File: src/hw/rtl/page_lock_refcount_table_top_defines.svh
// assertion macros for the page lock refcount table
// used by page_lock_refcount_table_top; needs clk and arst_n in scope
`ifndef PAGE_LOCK_REFCOUNT_TABLE_TOP_DEFINES_SVH
`define PAGE_LOCK_REFCOUNT_TABLE_TOP_DEFINES_SVH
// same-cycle implication
`define PLRT_ASSERT_NOW(label, ante, cons) \
	label: assert property (@(posedge clk) disable iff (!arst_n) (ante) |-> (cons)) \
		else $error("plrt check failed");
// next-cycle implication
`define PLRT_ASSERT_NEXT(label, ante, cons) \
	label: assert property (@(posedge clk) disable iff (!arst_n) (ante) |=> (cons)) \
		else $error("plrt check failed");
`endif

File: src/hw/rtl/plrt_pkg.sv
// shared types and constants for the page lock refcount table
// no dependencies
`timescale 1ns / 1ps
package plrt_pkg;
	localparam int DEF_TABLE_SLOTS  = 64;
	localparam int DEF_ADDRESS_BITS = 48;
	localparam int PS_MIN     = 12;
	localparam int PS_MAX     = 20;
	localparam int MAX_PAGES  = 17;
	localparam int PAGE_NUM_W = 36;
	localparam int CNT_W      = 8;
	localparam int REFUSED_W  = 17;
	localparam int LEN_W      = 16;
	localparam int PS_W       = 5;
	localparam int K_W        = 5;

	typedef enum logic [3:0] {
		ACT_EMPTY            = 4'd0,
		ACT_LOCKED           = 4'd1,
		ACT_REFUSED          = 4'd2,
		ACT_UNTRACKED        = 4'd3,
		ACT_RAISED           = 4'd4,
		ACT_UNLOCK           = 4'd5,
		ACT_LOWERED          = 4'd6,
		ACT_FORGET_UNTRACKED = 4'd7,
		ACT_KEPT_OVERFLOW    = 4'd8
	} act_t;

	typedef enum logic [2:0] {
		ST_IDLE, ST_PREP, ST_SPAN, ST_SEARCH, ST_CLAIM
	} state_t;

	// token walking down the cell row
	typedef struct packed {
		logic             valid;
		logic             claim;
		logic             op;
		logic             done;
		logic [CNT_W-1:0] cnt;
	} tok_t;
endpackage

File: src/hw/rtl/plrt_cell.sv
// one table slot: page number and reference count, passes the token on
// depends on plrt_pkg
`timescale 1ns / 1ps
module plrt_cell #(
	parameter int PG_W = 36
) (
	input  logic              clk,
	input  logic              arst_n,
	input  plrt_pkg::tok_t    tok_in,
	input  logic [PG_W-1:0]   pg_in,
	output plrt_pkg::tok_t    tok_out,
	output logic [PG_W-1:0]   pg_out
);
	import plrt_pkg::*;

	logic [PG_W-1:0]  page_q;
	logic [CNT_W-1:0] count_q;
	logic             hit;
	logic             take;
	logic [CNT_W-1:0] new_cnt;
	tok_t             tok_d;
	tok_t             tok_q;
	logic [PG_W-1:0]  pg_q;

	// live match on search, free slot on claim
	always_comb begin
		hit  = tok_in.valid && !tok_in.claim && !tok_in.done &&
			(count_q != '0) && (page_q == pg_in);
		take = tok_in.valid && tok_in.claim && !tok_in.done && (count_q == '0);
		if (tok_in.op) begin
			new_cnt = count_q - CNT_W'(1);
		end else if (count_q == '1) begin
			new_cnt = count_q;
		end else begin
			new_cnt = count_q + CNT_W'(1);
		end
	end

	// token as it leaves this cell
	always_comb begin
		tok_d      = tok_in;
		tok_d.done = tok_in.done || hit || take;
		tok_d.cnt  = hit ? new_cnt : (take ? CNT_W'(1) : tok_in.cnt);
	end

	// slot count
	always_ff @(posedge clk or negedge arst_n) begin
		if (!arst_n) begin
			count_q <= '0;
		end else if (hit) begin
			count_q <= new_cnt;
		end else if (take) begin
			count_q <= CNT_W'(1);
		end
	end

	// slot page
	always_ff @(posedge clk) begin
		if (take) begin
			page_q <= pg_in;
		end
	end

	// token stage toward the next cell
	always_ff @(posedge clk or negedge arst_n) begin
		if (!arst_n) begin
			tok_q <= '0;
		end else begin
			tok_q <= tok_d;
		end
	end

	always_ff @(posedge clk) begin
		pg_q <= pg_in;
	end

	assign tok_out = tok_q;
	assign pg_out  = pg_q;
endmodule

File: config.mk
export PLATFORM = sky130hd
export DESIGN_NAME = plrt_cell
export DESIGN_NICKNAME = d
export VERILOG_FILES = /design/src/hw/rtl/page_lock_refcount_table_top_defines.svh /design/src/hw/rtl/plrt_pkg.sv /design/src/hw/rtl/plrt_cell.sv
export SDC_FILE = /design/constraint.sdc
export NUM_CORES = 1
export LEC_CHECK = 0
export BUFFER_PORTS_ARGS = -buffer_cell sky130_fd_sc_hd__buf_2
export CAP_MARGIN = 20
export CORE_MARGIN = 2
export CORE_UTILIZATION = 40
export DETAILED_ROUTE_END_ITERATION = 16
export GPL_TIMING_DRIVEN = 0
export HOLD_SLACK_MARGIN = 0.15
export PLACE_DENSITY = 0.72
export SYNTH_ARGS = -nofsm -noshare
export SYNTH_HDL_FRONTEND = slang
export SYNTH_SLANG_ARGS = --single-unit
File: constraint.sdc
create_clock -name clk -period 4.3 [get_ports clk]
set_input_delay 0.645 -clock clk [delete_from_list [all_inputs] [get_ports clk]]
set_output_delay 0.645 -clock clk [all_outputs]
set_load 0.005 [all_outputs]
==> run summary <==
OUTCOME
------------------------------------------------------------------------------------------
Result of the run                                                                completed

FINISH
------------------------------------------------------------------------------------------
Total Nets Final                                                                       406
Post-synthesis to final-layout area growth                                          23.87%
Fraction of final layout cells with drive strength greater than 1                   33.80%
Antenna diode count                                                                      0
Layout fillers                                                                         759

CTS
------------------------------------------------------------------------------------------
Bufs on Longest Clock Path                                                               2
Num CTS Buffers                                                                          9
CTS-repair resized insts                                                                 0
Latest clock arrival within the worst-skew pair                                     360 ps
Buffer cell driving the clock tree root                                       sky130_fd_sc_hd__clkbuf_8
Post-CTS setup buffer count                                                              0
CTS Sinks                                                                               92
Quantity of hold-fixing buffers added after cts                                          0
H-tree depth reported by CTS                                                             3
Clock tree from TritonCTS                                                            built
Clock edge transition at the registers on the reported setup and hold paths          90 ps

TIMING
------------------------------------------------------------------------------------------
Least-Margin Pin Slew                                                             839.1 ps
Final setup violation count                                                              0
Unrepaired setup endpoints after global routing                                      false
Pins Over Slew Limit                                                                     0
Fin crit share                                                                      60.76%
Final Hold Fails                                                                         0
Final critical delay including setup and external delays                           2613 ps
F_max                                                                            382.8 MHz
Sum of negative setup slack                                                           0 ps
Rel. slew slack                                                                     43.98%
Max Clock Skew                                                                    8.528 ps
Hold_ws                                                                           225.9 ps

SYNTH
------------------------------------------------------------------------------------------
Syn Inst Count                                                                         245
Complex-gate fraction of the synthesized area                                       6.704%
Post-synth net total                                                                   298
Combinational family with the most area after synthesis                       simple AND/OR/NAND/NOR gates
Post-synthesis average cell area                                                 13.71 um2
Synthesized flop and latch total                                                        92
Synth Warn #                                                                             0
Fraction of the yosys area taken by sequential cells                                68.53%
Fraction of the mapped netlist area in adder cells                                  1.117%
Area share of and/or/nand/nor cells after synthesis                                 10.76%
Total standard cell area after synthesis                                      0.003359 mm2
Yosys cell types                                                                        42
Proportion of synthesized area in mux cells                                        0.3352%
Post-Synth XOR/XNOR Area                                                            10.69%

FLOORPLANNING
------------------------------------------------------------------------------------------
Row count                                                                               33
Die Span Y                                                                        95.65 um
DIE AREA                                                                      0.009148 mm2
Initial core utilization                                                            41.09%
Die width                                                                         95.65 um
Top-Level Pins                                                                          98
Placeable core region                                                         0.008175 mm2

SETUP PATH
------------------------------------------------------------------------------------------
Worst-path cell chain                                                         buf_2 -> or4_4 -> nor3_2 -> nand3_1 -> inv_2 -> nor2_4 -> a21o_1
Top Family by Delay on Critical Path                                          simple AND/OR/NAND/NOR gates
Element type at the critical path end                                             register
CP Data Required Time                                                              4560 ps
Buffer and inverter count on the worst path                                              2
Standard cell with the maximum stage delay on the critical path               sky130_fd_sc_hd__inv_2
Worst setup path category                                                          reg2reg
Data arrival time of the worst path                                                2870 ps
Crit path launch type                                                             register
Largest stage delay, worst path                                                     660 ps
Highest net fanout along the worst path                                                 39

DRT
------------------------------------------------------------------------------------------
Vias per Instance                                                                    4.806
Number of iterations in the first detailed-routing pass                                  4
Number of nets still failing antenna checks after routing                                0
Wire length per cell after detailed routing                                       13.86 um
Detailed Route Iter0 Violations                                                         76
Routed via count                                                                      2225
Total length of routed wires                                                      6.419 mm
Post-detailed-route DRC marker count                                                     0

GLOBAL ROUTE
------------------------------------------------------------------------------------------
Total gr overflow                                                                        0
Vias in the first global route                                                        2135
Largest net degree at the start of global routing                                       40
First-pass GRT wire length                                                        10.36 mm
Number of antenna violations at the first check in global routing                        0
Global routing usage summed across all routing layers                               15.35%

PLACE
------------------------------------------------------------------------------------------
Weighted congestion reported at the end of routability-driven placement             0.8467
I/O Buffers                                                                             97
Post-detailed-placement half-perimeter wirelength                                 4.728 mm

POWER
------------------------------------------------------------------------------------------
Peak supply drop                                                                 0.3356 mV
Power Dens Cells                                                              382.3 mW/mm2
LEAKAGE                                                                           1.717 nW

FLOW RUN
------------------------------------------------------------------------------------------
Max-cap violations                                                                       0

MIN PATH
------------------------------------------------------------------------------------------
Tightest Hold Check Type                                                          in2async

[power breakdown]
| part | internal, W | switching, W | total, W |
|---|---|---|---|
| Combinational | 0.0000470 | 0.0000452 | 0.0000921 |
| Clock | 0.000272 | 0.000292 | 0.000564 |
| Sequential | 0.000930 | 0.00000498 | 0.000935 |
| Total | 0.00125 | 0.000342 | 0.00159 |
[per-stage QoR]
stage / total power, W / instances / util (%) / setup WS [ps] / area, um2
floorplan: 0.0009838 / 245 / - / 1754 / 3359
global placement: 0.001046 / 447 / 48.64 / 1193 / 3976
detailed placement: 0.001049 / 447 / 48.64 / 1656 / 3976
CTS: 0.001609 / 463 / 50.90 / 1637 / 4161
global route: 0.001656 / 463 / 50.90 / 1507 / 4161
finish: 0.001591 / 463 / 50.90 / 1687 / 4161
[synth_stat cells]
| cell type | count | area (um2) |
|---|---|---|
| sky130_fd_sc_hd__edfxtp_1 | 36 | 1081 |
| sky130_fd_sc_hd__nor3_2 | 1 | 10.01 |
| sky130_fd_sc_hd__a41oi_1 | 2 | 17.52 |
| sky130_fd_sc_hd__a21boi_1 | 1 | 7.510 |
| sky130_fd_sc_hd__dfxtp_1 | 36 | 720.7 |
| sky130_fd_sc_hd__and4_4 | 1 | 11.26 |
| sky130_fd_sc_hd__a21oi_1 | 7 | 35.03 |
| sky130_fd_sc_hd__nor4_1 | 4 | 25.02 |
| sky130_fd_sc_hd__a31oi_1 | 1 | 6.260 |
| sky130_fd_sc_hd__o21ai_0 | 3 | 15.01 |
| sky130_fd_sc_hd__nor2_1 | 11 | 41.29 |
| sky130_fd_sc_hd__nand4_1 | 13 | 81.33 |
| sky130_fd_sc_hd__nor3_1 | 6 | 30.03 |
| sky130_fd_sc_hd__and3_1 | 1 | 6.260 |
| sky130_fd_sc_hd__ha_1 | 3 | 37.54 |
| sky130_fd_sc_hd__and2_1 | 3 | 18.77 |
| sky130_fd_sc_hd__buf_6 | 3 | 33.78 |
| sky130_fd_sc_hd__a221oi_1 | 1 | 8.760 |
| sky130_fd_sc_hd__inv_1 | 3 | 11.26 |
| sky130_fd_sc_hd__o311ai_1 | 1 | 8.760 |
| sky130_fd_sc_hd__a32oi_1 | 1 | 8.760 |
| sky130_fd_sc_hd__xor2_1 | 4 | 35.03 |
| sky130_fd_sc_hd__nor2b_1 | 2 | 12.51 |
| sky130_fd_sc_hd__a22o_1 | 1 | 8.760 |
| sky130_fd_sc_hd__mux2_2 | 1 | 11.26 |
| sky130_fd_sc_hd__clkbuf_1 | 2 | 7.510 |
| sky130_fd_sc_hd__a211oi_1 | 1 | 7.510 |
| sky130_fd_sc_hd__o31a_1 | 1 | 8.760 |
| sky130_fd_sc_hd__or3_1 | 2 | 12.51 |
| sky130_fd_sc_hd__a21oi_2 | 1 | 8.760 |
| sky130_fd_sc_hd__nor3b_1 | 1 | 7.510 |
| sky130_fd_sc_hd__xnor2_1 | 37 | 324.1 |
| sky130_fd_sc_hd__buf_2 | 2 | 10.01 |
| sky130_fd_sc_hd__or4_4 | 1 | 11.26 |
| sky130_fd_sc_hd__nor2_4 | 1 | 11.26 |
| sky130_fd_sc_hd__nand2_1 | 12 | 45.04 |
| sky130_fd_sc_hd__dfrtp_1 | 20 | 500.5 |
| sky130_fd_sc_hd__a21o_1 | 9 | 67.56 |
| sky130_fd_sc_hd__nand2b_1 | 2 | 12.51 |
| sky130_fd_sc_hd__o2bb2ai_1 | 1 | 8.760 |
| sky130_fd_sc_hd__nand3_1 | 5 | 25.02 |
| sky130_fd_sc_hd__o21a_1 | 1 | 7.510 |
[cell usage in the layout (no fill, tap or decap), types with 2 or more instances in the layout]
cell	synthesis	routed
sky130_fd_sc_hd__o21ai_0	3	3
sky130_fd_sc_hd__clkbuf_8	0	9
sky130_fd_sc_hd__a41oi_1	2	2
sky130_fd_sc_hd__dfrtp_1	20	20
sky130_fd_sc_hd__nor4_1	4	4
sky130_fd_sc_hd__or3_1	2	2
sky130_fd_sc_hd__a21oi_1	7	7
sky130_fd_sc_hd__clkbuf_1	2	6
sky130_fd_sc_hd__dfxtp_1	36	36
sky130_fd_sc_hd__buf_6	3	3
sky130_fd_sc_hd__and2_1	3	3
sky130_fd_sc_hd__buf_2	2	99
sky130_fd_sc_hd__nor3_1	6	6
sky130_fd_sc_hd__xor2_1	4	4
sky130_fd_sc_hd__nand4_1	13	13
sky130_fd_sc_hd__xnor2_1	37	37
sky130_fd_sc_hd__nand2_1	12	12
sky130_fd_sc_hd__inv_1	3	2
sky130_fd_sc_hd__nor2b_1	2	2
sky130_fd_sc_hd__nand2b_1	2	2
sky130_fd_sc_hd__edfxtp_1	36	36
sky130_fd_sc_hd__ha_1	3	3
sky130_fd_sc_hd__nand3_1	5	5
sky130_fd_sc_hd__a21o_1	9	9
sky130_fd_sc_hd__nor2_1	11	11
[cells by family after synthesis]
| family | Yosys count |
|---|---|
| AOI/OAI and AO/OA | 32 |
| adders and majority gates | 3 |
| DFF | 92 |
| muxes | 1 |
| buffers and inverters | 10 |
| and+or+nand+nor | 66 |
| xor gates and xnor gates | 41 |
[final timing paths]
check	end	depth (start not counted)	slack, ps	from
worst min register to register	count_q[5]$_DFFE_PN0P_	2	600	count_q[5]$_DFFE_PN0P_
max in group asynchronous	tok_out[1]$_DFF_PN0_	1	3750	arst_n
worst max-delay path	tok_out[2]$_DFF_PN0_	7	1690	count_q[4]$_DFFE_PN0P_
min in group clk	tok_out[11]$_DFF_PN0_	1	410	tok_in[11]
worst max register to register	tok_out[2]$_DFF_PN0_	7	1690	count_q[4]$_DFFE_PN0P_
worst min-delay path	tok_out[11]$_DFF_PN0_	1	230	arst_n
[routing by layer]
metal  routed length (um)  global-route usage, %
met1                 2954                  20.06
met2                 2951                  23.37
met3                  402                  5.613
met4                  110                  5.714
met5                    0                      0
[registers in the layout, indices dropped and copies added (netlist names)]
| register | cells |
|---|---|
| pg_out | 36 |
| count_q | 8 |
| page_q | 36 |
| tok_out | 12 |
[final cells by class]
type / count / area (um2) / area share, %
plain buffers: 7 / 51.30 / 1.233
clock buffers: 13 / 138.9 / 3.337
clock inverters: 3 / 46.29 / 1.112
inverters: 3 / 11.26 / 0.2706
multi-input cells: 143 / 994.7 / 23.90
flip-flops and latches: 92 / 2302 / 55.32
well taps: 105 / 131.4 / 3.157
repair buffers: 97 / 485.5 / 11.67
(Power assumes the default switching activity.)
